### config.mk
export PLATFORM = sky130hd
export DESIGN_NAME = calendar_date_neighbours_unit_flat
export DESIGN_NICKNAME = d
export VERILOG_FILES = /design/src/rtl/cdn_pkg.sv /design/src/rtl/cdn_if.sv /design/src/rtl/cdn_leap_check.sv /design/src/rtl/cdn_neighbours.sv /design/src/rtl/calendar_date_neighbours_unit.sv /design/src/flat_wrapper.sv
export SDC_FILE = /design/constraint.sdc
export NUM_CORES = 1
export LEC_CHECK = 0
export ABC_AREA = 0
export BUFFER_PORTS_ARGS = -buffer_cell sky130_fd_sc_hd__buf_2
export CAP_MARGIN = 20
export CORE_MARGIN = 4
export CORE_UTILIZATION = 63
export CTS_CLUSTER_SIZE = 12
export DETAILED_ROUTE_END_ITERATION = 12
export HOLD_SLACK_MARGIN = 0.02
export PLACE_DENSITY = 0.87
export SLEW_MARGIN = 15
export SYNTH_ARGS = -nofsm -noshare
export SYNTH_HDL_FRONTEND = slang
export SYNTH_SLANG_ARGS = --single-unit
### constraint.sdc
create_clock -name i_clk -period 13.3 [get_ports i_clk]
set_input_delay 3.99 -clock i_clk [delete_from_list [all_inputs] [get_ports i_clk]]
set_output_delay 3.99 -clock i_clk [all_outputs]
set_load 0.01 [all_outputs]
### src/rtl/cdn_pkg.sv
package cdn_pkg;

    localparam int YEAR_BITS_DEF = 16;
    localparam int YEAR_BITS_MIN = 12;
    localparam int YEAR_BITS_MAX = 32;

    localparam int DAY_W   = 6;
    localparam int MONTH_W = 4;
    localparam int DAYS_W  = 5;

    localparam logic [MONTH_W-1:0] MON_JAN = 4'd1;
    localparam logic [MONTH_W-1:0] MON_FEB = 4'd2;
    localparam logic [MONTH_W-1:0] MON_MAR = 4'd3;
    localparam logic [MONTH_W-1:0] MON_APR = 4'd4;
    localparam logic [MONTH_W-1:0] MON_MAY = 4'd5;
    localparam logic [MONTH_W-1:0] MON_JUN = 4'd6;
    localparam logic [MONTH_W-1:0] MON_JUL = 4'd7;
    localparam logic [MONTH_W-1:0] MON_AUG = 4'd8;
    localparam logic [MONTH_W-1:0] MON_SEP = 4'd9;
    localparam logic [MONTH_W-1:0] MON_OCT = 4'd10;
    localparam logic [MONTH_W-1:0] MON_NOV = 4'd11;
    localparam logic [MONTH_W-1:0] MON_DEC = 4'd12;

    localparam logic [DAYS_W-1:0] DAYS_LONG  = 5'd31;
    localparam logic [DAYS_W-1:0] DAYS_SHORT = 5'd30;
    localparam logic [DAYS_W-1:0] DAYS_LEAP  = 5'd29;
    localparam logic [DAYS_W-1:0] DAYS_FEB   = 5'd28;
    localparam logic [DAYS_W-1:0] DAYS_NONE  = 5'd0;

    // Days in a month; zero for a month code outside January to December.
    function automatic logic [DAYS_W-1:0] month_days(input logic [MONTH_W-1:0] m,
                                                     input logic leap);
        logic [DAYS_W-1:0] len;
        case (m) inside
            MON_JAN, MON_MAR, MON_MAY, MON_JUL,
            MON_AUG, MON_OCT, MON_DEC:          len = DAYS_LONG;
            MON_APR, MON_JUN, MON_SEP, MON_NOV: len = DAYS_SHORT;
            MON_FEB:                            len = leap ? DAYS_LEAP : DAYS_FEB;
            default:                            len = DAYS_NONE;
        endcase
        return len;
    endfunction

    // Inverse of an odd constant modulo 2^64 by Newton steps; elaboration only.
    function automatic logic [63:0] odd_inverse(input logic [63:0] d);
        logic [63:0] x;
        x = d;
        for (int k = 0; k < 5; k++) begin
            x = x * (64'd2 - d * x);
        end
        return x;
    endfunction

endpackage

### src/rtl/cdn_if.sv
interface cdn_date_if
    import cdn_pkg::*;
#(
    parameter int YEAR_BITS = YEAR_BITS_DEF
);
    logic                 valid;
    logic                 ready;
    logic [DAY_W-1:0]     day;
    logic [MONTH_W-1:0]   month;
    logic [YEAR_BITS-1:0] year;

    modport source (output valid, output day, output month, output year, input ready);
    modport sink   (input valid, input day, input month, input year, output ready);
endinterface

interface cdn_result_if
    import cdn_pkg::*;
#(
    parameter int YEAR_BITS = YEAR_BITS_DEF
);
    logic                 valid;
    logic                 ready;
    logic                 date_valid;
    logic                 leap_year;
    logic [DAYS_W-1:0]    month_length;
    logic [DAYS_W-1:0]    prev_day;
    logic [MONTH_W-1:0]   prev_month;
    logic [YEAR_BITS-1:0] prev_year;
    logic [DAYS_W-1:0]    next_day;
    logic [MONTH_W-1:0]   next_month;
    logic [YEAR_BITS-1:0] next_year;

    modport source (output valid, output date_valid, output leap_year,
                    output month_length, output prev_day, output prev_month,
                    output prev_year, output next_day, output next_month,
                    output next_year, input ready);
    modport sink   (input valid, input date_valid, input leap_year,
                    input month_length, input prev_day, input prev_month,
                    input prev_year, input next_day, input next_month,
                    input next_year, output ready);
endinterface

### src/rtl/cdn_leap_check.sv
module cdn_leap_check
    import cdn_pkg::*;
#(
    parameter int YEAR_BITS = YEAR_BITS_DEF
) (
    input  logic [YEAR_BITS-1:0] i_year,
    output logic                 o_leap
);

    // y is a multiple of 25 exactly when y * inv(25) mod 2^N <= (2^N - 1) / 25.
    localparam logic [63:0] YEAR_MAX = (64'd1 << YEAR_BITS) - 64'd1;
    localparam logic [YEAR_BITS-1:0] INV25 = YEAR_BITS'(odd_inverse(64'd25));
    localparam logic [YEAR_BITS-1:0] LIM25 = YEAR_BITS'(YEAR_MAX / 64'd25);

    logic [YEAR_BITS-1:0] w_prod;
    logic                 w_div4;
    logic                 w_div16;
    logic                 w_div25;

    assign w_prod  = i_year * INV25;
    assign w_div25 = (w_prod <= LIM25);
    assign w_div4  = (i_year[1:0] == 2'd0);
    assign w_div16 = (i_year[3:0] == 4'd0);

    // Multiple of 4, and not of 100 unless also of 400.
    assign o_leap = w_div4 && (!w_div25 || w_div16);

endmodule

### src/rtl/cdn_neighbours.sv
module cdn_neighbours
    import cdn_pkg::*;
#(
    parameter int YEAR_BITS = YEAR_BITS_DEF
) (
    input  logic [DAY_W-1:0]     i_day,
    input  logic [MONTH_W-1:0]   i_month,
    input  logic [YEAR_BITS-1:0] i_year,
    output logic                 o_date_valid,
    output logic                 o_leap_year,
    output logic [DAYS_W-1:0]    o_month_length,
    output logic [DAYS_W-1:0]    o_prev_day,
    output logic [MONTH_W-1:0]   o_prev_month,
    output logic [YEAR_BITS-1:0] o_prev_year,
    output logic [DAYS_W-1:0]    o_next_day,
    output logic [MONTH_W-1:0]   o_next_month,
    output logic [YEAR_BITS-1:0] o_next_year
);

    localparam logic [YEAR_BITS-1:0] YEAR_TOP = '1;

    logic              w_leap;
    logic [DAYS_W-1:0] w_len;
    logic              w_valid;
    logic              w_first;
    logic              w_last;
    logic [DAYS_W-1:0] w_day5;

    cdn_leap_check #(
        .YEAR_BITS (YEAR_BITS)
    ) u_leap (
        .i_year (i_year),
        .o_leap (w_leap)
    );

    assign w_len   = month_days(i_month, w_leap);
    assign w_day5  = i_day[DAYS_W-1:0];
    assign w_valid = (i_day != '0) && (i_year != '0) && (w_len != DAYS_NONE)
                     && (i_day <= {1'b0, w_len});
    assign w_first = (i_day == DAY_W'(1));
    assign w_last  = (i_day == {1'b0, w_len});

    assign o_date_valid   = w_valid;
    assign o_leap_year    = w_leap;
    assign o_month_length = w_len;

    always_comb begin
        o_prev_day   = '0;
        o_prev_month = '0;
        o_prev_year  = '0;
        o_next_day   = '0;
        o_next_month = '0;
        o_next_year  = '0;
        if (w_valid) begin
            if (!w_first) begin
                o_prev_day   = w_day5 - DAYS_W'(1);
                o_prev_month = i_month;
                o_prev_year  = i_year;
            end else if (i_month == MON_JAN) begin
                o_prev_day   = DAYS_LONG;
                o_prev_month = MON_DEC;
                o_prev_year  = i_year - YEAR_BITS'(1);
            end else begin
                o_prev_month = i_month - MONTH_W'(1);
                o_prev_year  = i_year;
                o_prev_day   = month_days(i_month - MONTH_W'(1), w_leap);
            end

            if (!w_last) begin
                o_next_day   = w_day5 + DAYS_W'(1);
                o_next_month = i_month;
                o_next_year  = i_year;
            end else if (i_month == MON_DEC) begin
                o_next_day   = DAYS_W'(1);
                o_next_month = MON_JAN;
                o_next_year  = (i_year == YEAR_TOP) ? YEAR_TOP : i_year + YEAR_BITS'(1);
            end else begin
                o_next_day   = DAYS_W'(1);
                o_next_month = i_month + MONTH_W'(1);
                o_next_year  = i_year;
            end
        end
    end

endmodule

### src/rtl/calendar_date_neighbours_unit.sv
// Gregorian date neighbour unit. Each beat on i_date carries one date (day,
// month, year); each beat on o_result answers it with the leap-year flag, the
// month length (0 for a month outside 1..12), a date-valid flag and, for a
// valid date, the previous and following dates across month and year
// boundaries (all six neighbour fields are 0 for an invalid date). Year 0 is
// invalid; the day after 31 December of the largest year keeps that year.
// The block takes one beat per cycle while o_result is not stalled; each date
// passes through the input register, then through the date logic into the
// result register. The leap test needs one constant multiply for the
// divisible-by-25 check, which bounds the logic depth. Backpressure on
// o_result stalls both stages; i_date.ready falls only when both are full.
module calendar_date_neighbours_unit
    import cdn_pkg::*;
#(
    parameter int YEAR_BITS = YEAR_BITS_DEF
) (
    input  logic        i_clk,
    input  logic        i_rst_n,
    cdn_date_if.sink    i_date,
    cdn_result_if.source o_result
);

    // Input stage.
    logic                 r_s1_valid;
    logic                 n_s1_valid;
    logic [DAY_W-1:0]     r_day;
    logic [MONTH_W-1:0]   r_month;
    logic [YEAR_BITS-1:0] r_year;

    // Result stage.
    logic                 r_out_valid;
    logic                 n_out_valid;
    logic                 r_date_valid;
    logic                 r_leap_year;
    logic [DAYS_W-1:0]    r_month_length;
    logic [DAYS_W-1:0]    r_prev_day;
    logic [MONTH_W-1:0]   r_prev_month;
    logic [YEAR_BITS-1:0] r_prev_year;
    logic [DAYS_W-1:0]    r_next_day;
    logic [MONTH_W-1:0]   r_next_month;
    logic [YEAR_BITS-1:0] r_next_year;

    logic                 w_date_valid;
    logic                 w_leap_year;
    logic [DAYS_W-1:0]    w_month_length;
    logic [DAYS_W-1:0]    w_prev_day;
    logic [MONTH_W-1:0]   w_prev_month;
    logic [YEAR_BITS-1:0] w_prev_year;
    logic [DAYS_W-1:0]    w_next_day;
    logic [MONTH_W-1:0]   w_next_month;
    logic [YEAR_BITS-1:0] w_next_year;

    logic w_out_load;
    logic w_s1_load;
    logic w_accept;

    // Result register is free when empty or being drained this cycle.
    assign w_out_load = !r_out_valid || o_result.ready;
    // Input register may take a new beat when empty or moving forward.
    assign w_s1_load  = !r_s1_valid || w_out_load;
    assign w_accept   = i_date.valid && w_s1_load;

    assign i_date.ready = w_s1_load;

    always_comb begin
        n_s1_valid  = r_s1_valid;
        n_out_valid = r_out_valid;
        if (w_s1_load) begin
            n_s1_valid = i_date.valid;
        end
        if (w_out_load) begin
            n_out_valid = r_s1_valid;
        end
    end

    always_ff @(posedge i_clk) begin
        if (!i_rst_n) begin
            r_s1_valid  <= 1'b0;
            r_out_valid <= 1'b0;
        end else begin
            r_s1_valid  <= n_s1_valid;
            r_out_valid <= n_out_valid;
        end
    end

    // Capture the date; hold while the stage is stalled.
    always_ff @(posedge i_clk) begin
        if (w_accept) begin
            r_day   <= i_date.day;
            r_month <= i_date.month;
            r_year  <= i_date.year;
        end
    end

    cdn_neighbours #(
        .YEAR_BITS (YEAR_BITS)
    ) u_calc (
        .i_day          (r_day),
        .i_month        (r_month),
        .i_year         (r_year),
        .o_date_valid   (w_date_valid),
        .o_leap_year    (w_leap_year),
        .o_month_length (w_month_length),
        .o_prev_day     (w_prev_day),
        .o_prev_month   (w_prev_month),
        .o_prev_year    (w_prev_year),
        .o_next_day     (w_next_day),
        .o_next_month   (w_next_month),
        .o_next_year    (w_next_year)
    );

    // Advance the result only when a computed beat is ready to move up.
    always_ff @(posedge i_clk) begin
        if (w_out_load && r_s1_valid) begin
            r_date_valid   <= w_date_valid;
            r_leap_year    <= w_leap_year;
            r_month_length <= w_month_length;
            r_prev_day     <= w_prev_day;
            r_prev_month   <= w_prev_month;
            r_prev_year    <= w_prev_year;
            r_next_day     <= w_next_day;
            r_next_month   <= w_next_month;
            r_next_year    <= w_next_year;
        end
    end

    assign o_result.valid        = r_out_valid;
    assign o_result.date_valid   = r_date_valid;
    assign o_result.leap_year    = r_leap_year;
    assign o_result.month_length = r_month_length;
    assign o_result.prev_day     = r_prev_day;
    assign o_result.prev_month   = r_prev_month;
    assign o_result.prev_year    = r_prev_year;
    assign o_result.next_day     = r_next_day;
    assign o_result.next_month   = r_next_month;
    assign o_result.next_year    = r_next_year;

endmodule

### src/flat_wrapper.sv
// flat-port wrapper written by rule: the top's interface ports become plain ports
module calendar_date_neighbours_unit_flat import cdn_pkg::*;
#(
    parameter int YEAR_BITS = YEAR_BITS_DEF
)
  (i_clk, i_rst_n, i_date_valid, i_date_day, i_date_month, i_date_year, i_date_ready, o_result_valid, o_result_date_valid, o_result_leap_year, o_result_month_length, o_result_prev_day, o_result_prev_month, o_result_prev_year, o_result_next_day, o_result_next_month, o_result_next_year, o_result_ready);
  cdn_date_if #(.YEAR_BITS(YEAR_BITS)) i_date_i ();
  cdn_result_if #(.YEAR_BITS(YEAR_BITS)) o_result_i ();
  input  logic i_clk;
  input  logic i_rst_n;
  input wire logic [$bits(i_date_i.valid)-1:0] i_date_valid;
  input wire logic [$bits(i_date_i.day)-1:0] i_date_day;
  input wire logic [$bits(i_date_i.month)-1:0] i_date_month;
  input wire logic [$bits(i_date_i.year)-1:0] i_date_year;
  output wire logic [$bits(i_date_i.ready)-1:0] i_date_ready;
  output wire logic [$bits(o_result_i.valid)-1:0] o_result_valid;
  output wire logic [$bits(o_result_i.date_valid)-1:0] o_result_date_valid;
  output wire logic [$bits(o_result_i.leap_year)-1:0] o_result_leap_year;
  output wire logic [$bits(o_result_i.month_length)-1:0] o_result_month_length;
  output wire logic [$bits(o_result_i.prev_day)-1:0] o_result_prev_day;
  output wire logic [$bits(o_result_i.prev_month)-1:0] o_result_prev_month;
  output wire logic [$bits(o_result_i.prev_year)-1:0] o_result_prev_year;
  output wire logic [$bits(o_result_i.next_day)-1:0] o_result_next_day;
  output wire logic [$bits(o_result_i.next_month)-1:0] o_result_next_month;
  output wire logic [$bits(o_result_i.next_year)-1:0] o_result_next_year;
  input wire logic [$bits(o_result_i.ready)-1:0] o_result_ready;
  assign i_date_i.valid = i_date_valid;
  assign i_date_i.day = i_date_day;
  assign i_date_i.month = i_date_month;
  assign i_date_i.year = i_date_year;
  assign i_date_ready = i_date_i.ready;
  assign o_result_valid = o_result_i.valid;
  assign o_result_date_valid = o_result_i.date_valid;
  assign o_result_leap_year = o_result_i.leap_year;
  assign o_result_month_length = o_result_i.month_length;
  assign o_result_prev_day = o_result_i.prev_day;
  assign o_result_prev_month = o_result_i.prev_month;
  assign o_result_prev_year = o_result_i.prev_year;
  assign o_result_next_day = o_result_i.next_day;
  assign o_result_next_month = o_result_i.next_month;
  assign o_result_next_year = o_result_i.next_year;
  assign o_result_i.ready = o_result_ready;
  calendar_date_neighbours_unit #(.YEAR_BITS(YEAR_BITS)) u_core (.i_clk(i_clk), .i_rst_n(i_rst_n), .i_date(i_date_i), .o_result(o_result_i));
endmodule
==> results of run 1 <==
metrics by stage:
step	std cells	utilization, %	worst slack, ns	total power [mW]
final	774	72.2	4.64	0.815
after global routing	774	72.2	4.58	0.867
after CTS	773	72.0	4.64	0.813
after detailed placement	757	70.1	4.64	0.643
after global placement	757	70.1	4.69	0.620
after floorplan	561	-	5.00	0.564
worst max-delay path by stage:
stage                         from            to  slack (ns)  cells past startpoint
CTS                 o_result_ready  i_date_ready        4.64                      4
global placement    o_result_ready  i_date_ready        4.69                      4
finish              o_result_ready  i_date_ready        4.64                      4
floorplan           o_result_ready  i_date_ready        5.00                      2
global route        o_result_ready  i_date_ready        4.58                      4
detailed placement  o_result_ready  i_date_ready        4.64                      4
power by group:
part | total [mW] | leakage [nW] | internal (mW) | switching, mW
registers | 0.323 | 0.778 | 0.306 | 0.0173
clock network | 0.171 | 0.0852 | 0.0703 | 0.101
logic | 0.320 | 1.98 | 0.142 | 0.178
cells by family (layout without fill, tap and decap cells):
logic type,after synthesis,in the layout
adder cells (fa/ha/maj),101,101
XOR/XNOR,39,39
AND/OR/NAND/NOR,166,166
buffers and inverters,79,163
multiplexers,4,4
flip-flops,83,83
AO/OA/AOI/OAI,89,89
worst max-delay path, delay by kind of cell:
kind                   cells  cell delay [ns]
buffers and inverters      2             0.24
AND/OR/NAND/NOR            2             0.42
synth_stat cells, drive strengths merged (3+ instances only):
master | instances | share of area (%)
mux2i | 3 | 0.49
a21oi | 34 | 2.8
clkbuf | 5 | 0.33
o21a | 3 | 0.37
nand4 | 3 | 0.31
ha | 83 | 17
nand2b | 4 | 0.41
or3 | 5 | 0.60
nor3 | 18 | 2.0
nor2b | 8 | 0.82
o21ai | 21 | 1.7
buf | 17 | 2.1
xor2 | 9 | 1.3
fa | 18 | 5.9
a211oi | 11 | 1.4
nor4 | 3 | 0.41
nor2 | 48 | 3.0
and2 | 6 | 0.62
edfxtp | 81 | 40
or2 | 3 | 0.31
or3b | 3 | 0.52
xnor2 | 30 | 4.3
nand2 | 24 | 1.6
a311oi | 3 | 0.54
and3 | 9 | 0.95
nand3 | 21 | 1.8
inv | 57 | 3.6
state kept, by name, summed over array words and instances (netlist names):
register and count:
u_core.r_year 16, u_core.r_month 4, u_core.o_result.leap_year 1, u_core.o_result.date_valid 1, u_core.o_result.next_day 5, u_core.o_result.month_length 3, u_core.o_result.valid 1, u_core.o_result.prev_year 16
u_core.o_result.prev_day 5, u_core.r_day 6, u_core.o_result.next_year 16, u_core.r_s1_valid 1, u_core.o_result.next_month 4, u_core.o_result.prev_month 4
layer usage:
metal,up-vias,share of wire (%),GRT usage [%]
li1,2143,-,-
met1,2140,43,32.3
met2,222,48,38.6
met3,23,7.4,2.79
met4,0,1.8,7.96
met5,-,0,0
final cells by class:
type	instances	area share, %
multi-input cells	399	48.2
flip-flops and latches	83	36.7
repair buffers	90	6.87
inverters	57	3.21
well taps	129	2.40
clock buffers	10	1.89
clock inverters	6	0.724
==> reports/qor.csv, run 1 <==
metric,value,unit
outcome,"complete, no violations",
slowest cell on the critical path,sky130_fd_sc_hd__nor2b_1,
RSZ-0062 raised after global routing,false,
pin count of the biggest net entering global routing,56,
DRC violation count after routing,0,
clock tree from TritonCTS,done,
Worst-path clk slew,0.08,ns
Synthesized Nets,692,
cell area after layout,6740,µm²
CP Class,input port to primary output,
pwr dens,121,nW/µm²
final setup violation count,0,
starting density of the core,65.1,%
post-CTS setup buffers,0,
area of the core,9330,µm²
required time of the critical path,9.31,ns
fraction of registers with async set or reset after synthesis,0,%
area used by sequential logic in the layout,2470,µm²
weighted congestion reported at the end of routability-driven placement,0.931,
first-pass GRT wire length,21.0,mm
area taken by multi-input logic gates,3250,µm²
Vias per Instance,5.85,
Max Clock Skew,0.0197,ns
number of antenna violations at the first check in global routing,0,
area of placed instances,6540,µm²
primary flip-flop cell chosen by synthesis mapping,sky130_fd_sc_hd__edfxtp_1,
top-level port count,89,
hold slack final,0.540,ns
endpoint class of the critical path,primary output,
fraction of the yosys area taken by sequential cells,40.7,%
CTS hold repair buffers,0,
complex-gate fraction of the synthesized area,8.98,%
clock period minus final worst setup slack,8.66,ns
flop and latch count out of synthesis,83,
global-route congestion overflow total,0,
H-tree lvl count,3,
most used cells in the layout excluding fill and tap cells,"88 x sky130_fd_sc_hd__buf_2, 83 x sky130_fd_sc_hd__ha_1, 81 x sky130_fd_sc_hd__edfxtp_1",
XOR/XNOR share of the synthesized area,5.62,%
Sum Neg Setup Slack,0,ns
static leakage,2.85,nW
final-report hold violation count,0,
count of flip-flops with a built-in enable after synthesis,81,
worst supply voltage drop on vdd,0.0000750,V
vias in the first global route,4444,
worst reg-to-reg setup slack,6.26,ns
CTS resizes,0,
max-slew violation total from the final report,0,
transition time at the pin with the least slew margin,0.772,ns
worst min-delay path endpoint,u_core.o_result.valid,
worst slew margin relative to its limit,48.0,%
routed length per instance,16.7,µm
"Largest stage delay, worst path",0.30,ns
start point of the worst hold path,u_core.r_s1_valid,
simple-gate area share of the yosys netlist,14.9,%
class of the tightest hold or removal check,flip-flop to flip-flop,
clock buffers created by TritonCTS,9,
Adder-Cell Fraction of Synth Area,23.0,%
overall die width,106,µm
"most common cell after layout, fill and taps aside",sky130_fd_sc_hd__buf_2,
cell at the root of the clock tree,sky130_fd_sc_hd__clkbuf_8,
number of nets in the layout,771,
sink count of the clock tree,83,
P&R area growth vs syn,11.0,%
fraction of final layout cells with drive strength greater than 1,19.1,%
ratio of final minimum period to clock period,65.1,%
r2r worst-path depth,23,
synth unique cells,64,
die span in y,106,µm
HPWL Detailed,9.96,mm
port buffer count,88,
1st-iter DRT viols,377,
antenna-violating nets left,0,
Synth Warn #,0,
TritonRoute pass-1 iters,5,
max-cap check violation count,0,
insertion delay of the later-clocked pin in the worst-skew pair,0.37,ns
critical path startpoint category,input port,
total length of routed wires,12.9,mm
WP data arrival,4.67,ns
number of filler instances in the final layout,641,
"most used cell, CP",sky130_fd_sc_hd__buf_2,
number of cells produced by synthesis,561,
post-synth design cell area,6070,µm²
worst reg2reg path endpoint,u_core.o_result.next_year[13],
Achievable Freq,116,MHz
average cell area after synthesis,10.8,µm²
cells traversed along the worst timing path,buf_2 > nor2b_1 > nand2_1 > buf_2,
total die area,11300,µm²
maximum buffer depth of the clock tree,2,
cell depth of the worst min-delay path,1,
largest family of logic cells by synthesized area,adder cells,
startpoint of the most critical register-to-register path,u_core.r_year[3],
total vias in the final route,4528,
GR Util All Layers,23.4,%
floorplan row count,35,
Critical Path Fanout Max,4,
count of inserted antenna diode cells,0,
post-synthesis mux area share,0.680,%
Note: power is estimated with default switching activity, not from simulation.
==> run 2, diff against run 1 <==
- CORE_UTILIZATION: 63 -> 58
- PLACE_DENSITY: 0.87 -> 0.81
- clock period: 13.3 -> 8.34 ns (I/O delays scaled with it)
==> run 2 against run 1 <==
  * Cell area increased by 0.41%
  * Critical endpoint is now u_core.o_result.next_year[13]
  * Final cell count increased by 0.90%
  * Critical path depth grew 19
  * Sequential share of layout area fell by 0.15 points
  * Setup slack got worse by 3.2 ns
  * Utilization is 6.4 points lower
  * Clock-buffer cell count unchanged
  * Combinational power increased by 58%
  * Highest routed layer unchanged
  * Total power grew 63%
  * Hold slack better by 0.010 ns
  * Non-clock buffer count rose by 1
  * Die area up 8.0%
==> reports/qor.csv, run 2 (synthesized netlist as in run 1, its figures left out) <==
metric,value,unit,change
RSZ-0062 raised after global routing,false,,
clock period minus final worst setup slack,6.91,ns,
area of the core,10300,µm²,+10%
start point of the worst hold path,u_core.r_s1_valid,,
final setup violation count,0,,unchanged
CP Class,flip-flop to flip-flop,,
floorplan row count,37,,+5.7%
total die area,12200,µm²,+8.0%
Critical Path Fanout Max,8,,+4
port buffer count,88,,unchanged
required time of the critical path,8.54,ns,-0.77 ns
CTS resizes,0,,unchanged
outcome,"complete, no violations",,
count of inserted antenna diode cells,0,,unchanged
first-pass GRT wire length,21.6,mm,+2.8%
HPWL Detailed,10.1,mm,+1.2%
r2r worst-path depth,23,,unchanged
number of nets in the layout,772,,+0.13%
TritonRoute pass-1 iters,5,,unchanged
Total Power,1.33,mW,+63%
"most common cell after layout, fill and taps aside",sky130_fd_sc_hd__buf_2,,
Max Clock Skew,0.0107,ns,-0.00905 ns
class of the tightest hold or removal check,flip-flop to flip-flop,,
CTS hold repair buffers,0,,unchanged
max-slew violation total from the final report,0,,unchanged
weighted congestion reported at the end of routability-driven placement,0.915,,-1.8%
Sum Neg Setup Slack,0,ns,unchanged
total vias in the final route,4500,,-0.62%
vias in the first global route,4474,,+0.68%
Worst-path clk slew,0.08,ns,about the same
GR Util All Layers,23.3,%,-0.087 points
sink count of the clock tree,83,,unchanged
H-tree lvl count,3,,unchanged
overall die width,110,µm,+3.9%
transition time at the pin with the least slew margin,0.687,ns,-0.0845 ns
static leakage,2.86,nW,+0.56%
insertion delay of the later-clocked pin in the worst-skew pair,0.37,ns,about the same
maximum buffer depth of the clock tree,2,,unchanged
critical path startpoint category,flip-flop,,
cell depth of the worst min-delay path,1,,unchanged
P&R area growth vs syn,11.4,%,
final-report hold violation count,0,,unchanged
worst supply voltage drop on vdd,0.000159,V,+110%
ratio of final minimum period to clock period,82.8,%,
worst reg-to-reg setup slack,1.43,ns,-4.83 ns
worst min-delay path endpoint,u_core.o_result.valid,,
max-cap check violation count,0,,unchanged
cell at the root of the clock tree,sky130_fd_sc_hd__clkbuf_8,,
top-level port count,89,,unchanged
WP data arrival,7.11,ns,+2.44 ns
1st-iter DRT viols,343,,-9.0%
fraction of final layout cells with drive strength greater than 1,18.8,%,-0.31 points
DRC violation count after routing,0,,unchanged
post-CTS setup buffers,0,,unchanged
most used cells in the layout excluding fill and tap cells,"89 x sky130_fd_sc_hd__buf_2, 83 x sky130_fd_sc_hd__ha_1, 81 x sky130_fd_sc_hd__edfxtp_1",,
worst slew margin relative to its limit,53.6,%,+5.6 points
total length of routed wires,13.3,mm,+2.8%
startpoint of the most critical register-to-register path,u_core.r_year[3],,
number of antenna violations at the first check in global routing,0,,unchanged
clock buffers created by TritonCTS,9,,unchanged
endpoint class of the critical path,flip-flop,,
number of filler instances in the final layout,812,,+27%
routed length per instance,17.0,µm,+1.9%
antenna-violating nets left,0,,unchanged
clock tree from TritonCTS,done,,
Vias per Instance,5.76,,-1.5%
starting density of the core,59.1,%,-6.0 points
worst reg2reg path endpoint,u_core.o_result.next_year[13],,
global-route congestion overflow total,0,,unchanged
Achievable Freq,145,MHz,
pwr dens,197,nW/µm²,+63%
pin count of the biggest net entering global routing,56,,unchanged
die span in y,110,µm,+3.9%
run 2: layer usage:
metal | wire, µm | global-route usage, % | up-vias
li1 | - | - | 2146
met1 | 5330 | 30.9 | 2095
met2 | 6490 | 38.5 | 226
met3 | 1190 | 5.01 | 33
met4 | 275 | 7.48 | 0
met5 | 0 | 0 | -
run 2: worst max path at each step:
stage                          start                            end  slack (ns)  cells past startpoint
floorplan           u_core.r_year[2]  u_core.o_result.next_year[14]        2.17                     26
global placement    u_core.r_year[2]   u_core.o_result.next_year[0]        1.77                     23
detailed placement  u_core.r_year[3]  u_core.o_result.next_year[13]        1.54                     23
CTS                 u_core.r_year[3]  u_core.o_result.next_year[13]        1.52                     23
global route        u_core.r_year[3]  u_core.o_result.next_year[13]        1.10                     23
finish              u_core.r_year[3]  u_core.o_result.next_year[13]        1.43                     23
run 2: power by group:
group	internal [mW]	switching, mW
sequential	0.488	0.0264
combinational	0.225	0.279
clock	0.167	0.145
run 2: area by class of cell:
type,count,area (µm²),share of cell area [%]
Multi-Input combinational cell,399,3240,47.9
Sequential cell,83,2470,36.5
Timing Repair Buffer,91,460,6.80
Inverter,57,216,3.20
Tap cell,136,170,2.51
Clock buffer,10,128,1.89
Clock inverter,5,77.6,1.15
run 2: per-stage QoR:
stage	utilization [%]	hold WS, ns	cells	setup slack, ns	cell area [µm²]
3_3_place_gp	63.8	0.503	765	1.77	6560
3_5_place_dp	63.8	0.539	766	1.54	6560
5_1_grt	65.8	0.580	781	1.10	6770
2_1_floorplan	-	0.477	561	2.17	6070
4_1_cts	65.8	0.555	781	1.52	6770
6_report	65.8	0.550	781	1.43	6770
run 2: critical path, stage by stage, from the launching register on:
cell	delay, ns
sky130_fd_sc_hd__edfxtp_1	0.52
sky130_fd_sc_hd__inv_1	0.22
sky130_fd_sc_hd__ha_1	0.27
sky130_fd_sc_hd__ha_1	0.27
sky130_fd_sc_hd__inv_1	0.05
sky130_fd_sc_hd__fa_1	0.51
sky130_fd_sc_hd__fa_1	0.54
sky130_fd_sc_hd__inv_1	0.05
sky130_fd_sc_hd__fa_1	0.49
sky130_fd_sc_hd__ha_1	0.30
sky130_fd_sc_hd__ha_1	0.35
sky130_fd_sc_hd__a211oi_1	0.22
sky130_fd_sc_hd__o21ai_0	0.13
sky130_fd_sc_hd__a21oi_1	0.23
sky130_fd_sc_hd__xor2_1	0.17
sky130_fd_sc_hd__nand4b_1	0.14
sky130_fd_sc_hd__o31a_1	0.28
sky130_fd_sc_hd__a21o_1	0.20
sky130_fd_sc_hd__ha_1	0.29
sky130_fd_sc_hd__and3_1	0.29
sky130_fd_sc_hd__nand3_1	0.31
sky130_fd_sc_hd__or2_0	0.46
sky130_fd_sc_hd__and3_1	0.24
sky130_fd_sc_hd__nor3_1	0.18
==> run 3, diff against run 2 <==
- ABC_AREA: 0 -> 1
- CORE_UTILIZATION: 58 -> 53
- PLACE_DENSITY: 0.81 -> 0.78
- clock period: 8.34 -> 5.5 ns (I/O delays scaled with it)
==> run 3 against run 2 <==
  * The flow now finishes with violations (negative setup slack)
  * Via count grew 24%
  * Maximum frequency grew 23%
  * Critical path type unchanged
  * Global-route usage grew 0.86 points
  * Wire length grew 31%
  * Utilization grew 6.7 points
  * Total power grew 120%
==> reports/qor.csv, run 3 <==
metric,value,unit,change
maximum buffer depth of the clock tree,2,,unchanged
global routing usage on met1,31.7,%,+0.83 points
P&R area growth vs syn,33.1,%,
Max Clock Skew,0.00708,ns,-0.00362 ns
CTS hold repair buffers,0,,unchanged
fraction of registers with async set or reset after synthesis,0,%,unchanged
synth top area cells,"sky130_fd_sc_hd__edfxtp_1 39%, sky130_fd_sc_hd__ha_1 17%, sky130_fd_sc_hd__nand2_1 7.5%, sky130_fd_sc_hd__inv_1 7.1%, sky130_fd_sc_hd__fa_1 5.7%",,
fraction of final layout cells with drive strength greater than 1,33.5,%,+15 points
post-synth design cell area,6280,µm²,+3.4%
number of antenna violations at the first check in global routing,0,,unchanged
met3 GRT Util,4.47,%,-0.54 points
Synth top area share,38.7,%,-1.3 points
worst-case setup margin in the final layout,-0.121,ns,-1.55 ns
area of placed instances,7230,µm²,+10%
sink count of the clock tree,83,,unchanged
transition time at the pin with the least slew margin,0.723,ns,+0.0358 ns
endpoint class of the critical path,flip-flop,,
class of the tightest hold or removal check,flip-flop to flip-flop,,
HPWL Detailed,11.9,mm,+18%
slowest cell on the critical path,sky130_fd_sc_hd__fa_1,,
RSZ-0062 raised after global routing,true,,
clock buffers created by TritonCTS,9,,unchanged
floorplan row count,39,,+5.4%
worst reg2reg path endpoint,u_core.o_result.next_year[8],,
number of cells produced by synthesis,689,,+23%
count of inserted antenna diode cells,0,,unchanged
routed length per instance,17.4,µm,+2.0%
first-pass GRT wire length,25.3,mm,+17%
worst slew margin relative to its limit,51.8,%,-1.8 points
r2r worst-path depth,26,,+13%
insertion delay of the later-clocked pin in the worst-skew pair,0.36,ns,about the same
pre-CTS setup slack,-0.369,ns,-1.91 ns
weighted congestion reported at the end of routability-driven placement,0.924,,+0.95%
total length of routed wires,17.4,mm,+31%
starting density of the core,54.5,%,-4.6 points
Sw Share,36.5,%,+2.6 points
total die area,13700,µm²,+12%
Achievable Freq,178,MHz,+23%
pin count of the biggest net entering global routing,56,,unchanged
Synth area leader,sky130_fd_sc_hd__edfxtp_1,,
area of the core,11500,µm²,+12%
failing checks,negative setup slack,,
worst supply voltage drop on vdd,0.000320,V,+100%
met2 GRT Util,40.6,%,+2.1 points
final-report hold violation count,0,,unchanged
internal power of the cells,1.82,mW,+110%
endpoint of the most critical setup path,u_core.o_result.next_year[8],,
CP Class,flip-flop to flip-flop,,
number of nets in the layout,986,,+28%
net load switching power,1.05,mW,+130%
H-tree lvl count,3,,unchanged
antenna-violating nets left,0,,unchanged
clock tree from TritonCTS,done,,
final setup violation count,39,,+39
die span in y,117,µm,+5.9%
total vias in the final route,5599,,+24%
TritonRoute pass-1 iters,5,,unchanged
"most common cell after layout, fill and taps aside",sky130_fd_sc_hd__nand2_1,,
Worst-path clk slew,0.06,ns,-0.02 ns
count of flip-flops with a built-in enable after synthesis,81,,unchanged
worst reg-to-reg setup slack,-0.12,ns,-1.55 ns
busiest grt layer,met2,,
clock period minus final worst setup slack,5.62,ns,-1.29 ns
GR Util All Layers,24.2,%,+0.86 points
vias in the first global route,5139,,+15%
max-cap check violation count,0,,unchanged
ratio of final minimum period to clock period,102,%,+19 points
Crit. Startpoint,u_core.r_year[3],,
Vias per Instance,5.58,,-3.1%
startpoint of the most critical register-to-register path,u_core.r_year[3],,
required time of the critical path,5.70,ns,-2.84 ns
fraction of power consumed by combinational cells,52.5,%,+15 points
"top cells by count, synth","125 x sky130_fd_sc_hd__nand2_1, 119 x sky130_fd_sc_hd__inv_1, 83 x sky130_fd_sc_hd__ha_1, 81 x sky130_fd_sc_hd__edfxtp_1, 62 x sky130_fd_sc_hd__nor2_1",,
cell area after layout,8360,µm²,+24%
fraction of the yosys area taken by sequential cells,39.4,%,-1.3 points
primary flip-flop cell chosen by synthesis mapping,sky130_fd_sc_hd__edfxtp_1,,
pwr dens,343,nW/µm²,+75%
port buffer count,88,,unchanged
flop and latch count out of synthesis,83,,unchanged
overall die width,117,µm,+5.9%
synth unique cells,38,,-41%
Critical Path Fanout Max,7,,-1
hold slack final,0.544,ns,-0.00581 ns
most used cells in the layout excluding fill and tap cells,"120 x sky130_fd_sc_hd__nand2_1, 110 x sky130_fd_sc_hd__inv_1, 88 x sky130_fd_sc_hd__buf_2",,
outcome,"finished, violations left",,
cell with the most instances after synthesis,sky130_fd_sc_hd__nand2_1,,
static leakage,3.98,nW,+39%
proportion of power drawn by the clock network,21.1,%,-2.3 points
max-slew violation total from the final report,0,,unchanged
"Largest stage delay, worst path",0.57,ns,+0.03 ns
DRC violation count after routing,0,,unchanged
cell at the root of the clock tree,sky130_fd_sc_hd__clkbuf_16,,
critical path startpoint category,flip-flop,,
top-level port count,89,,unchanged
global-route congestion overflow total,0,,unchanged
part of the power in registers,26.4,%,-12 points
WP data arrival,5.82,ns,-1.29 ns
1st-iter DRT viols,459,,+34%
Synth Warn #,0,,unchanged
Synthesized Nets,820,,+18%
average cell area after synthesis,9.11,µm²,-16%
[run 3: logic make-up after synthesis]
family / count (synthesis) / share of synthesized area, %
AND/OR/NAND/NOR: 274 / 20.1
adder cells (fa/ha/maj): 101 / 22.3
buffers and inverters: 140 / 8.87
flip-flops: 83 / 39.4
XOR/XNOR: 25 / 3.49
AO/OA/AOI/OAI: 66 / 5.90
[run 3: stage by stage]
stage	setup TNS [ns]	instances	total power [mW]	util [%]
final	-1.49	1003	2.87	72.6
after floorplan	0	689	1.44	-
after global routing	-11.94	1003	3.05	72.6
after detailed placement	-11.13	956	1.73	62.8
after CTS	0	987	2.58	67.4
after global placement	-3.98	956	1.69	62.8
[run 3: cell type report]
cell class | instances | area [µm²]
Tap cell | 143 | 179
Timing Repair Buffer | 168 | 1160
Clock buffer | 10 | 229
Sequential cell | 83 | 2470
Fill cell | 782 | 3160
Inverter | 127 | 494
Clock inverter | 6 | 63.8
Multi-Input combinational cell | 466 | 3760
[run 3: critical path: cells and delay by family, from the launching register on]
kind,cells,cell delay (ns)
adders and majority gates,8,2.79
buffers and inverters,5,0.57
and+or+nand+nor,7,0.72
DFF,1,0.41
AOI/OAI and AO/OA,6,0.96
[run 3: how the worst min path moves through the flow]
stage / from / endpoint / slack, ns / cells after the start
floorplan: u_core.r_s1_valid / u_core.o_result.valid / 0.45 / 2
global route: u_core.r_s1_valid / u_core.o_result.valid / 0.57 / 2
detailed placement: u_core.r_s1_valid / u_core.o_result.valid / 0.53 / 2
global placement: u_core.o_result.valid / u_core.o_result.valid / 0.50 / 2
CTS: u_core.r_s1_valid / u_core.o_result.valid / 0.53 / 2
finish: u_core.r_s1_valid / u_core.o_result.valid / 0.54 / 2
[run 3: what timing repair did]
| action | 4_1_cts | 5_1_grt |
|---|---|---|
| cloned | 0 | 3 |
| pin swaps | 10 | 41 |
| buffers inserted | 15 | 13 |
| gates resized for setup | 22 | 82 |
| setup endpoints to repair | 51 | 52 |
[run 3: routing by layer]
layer / up-vias / routed length, µm
met4: 0 / 549
met5: - / 0
met1: 2643 / 6820
li1: 2605 / -
met2: 300 / 8720
met3: 51 / 1310
[run 3: power by group through the flow]
stage / sequential, mW / clock, mW / combinational [mW]
2_1_floorplan: 0.784 / 0 / 0.654
3_3_place_gp: 0.769 / 0 / 0.924
3_5_place_dp: 0.771 / 0 / 0.961
4_1_cts: 0.758 / 0.608 / 1.21
5_1_grt: 0.761 / 0.636 / 1.65
6_report: 0.759 / 0.605 / 1.51
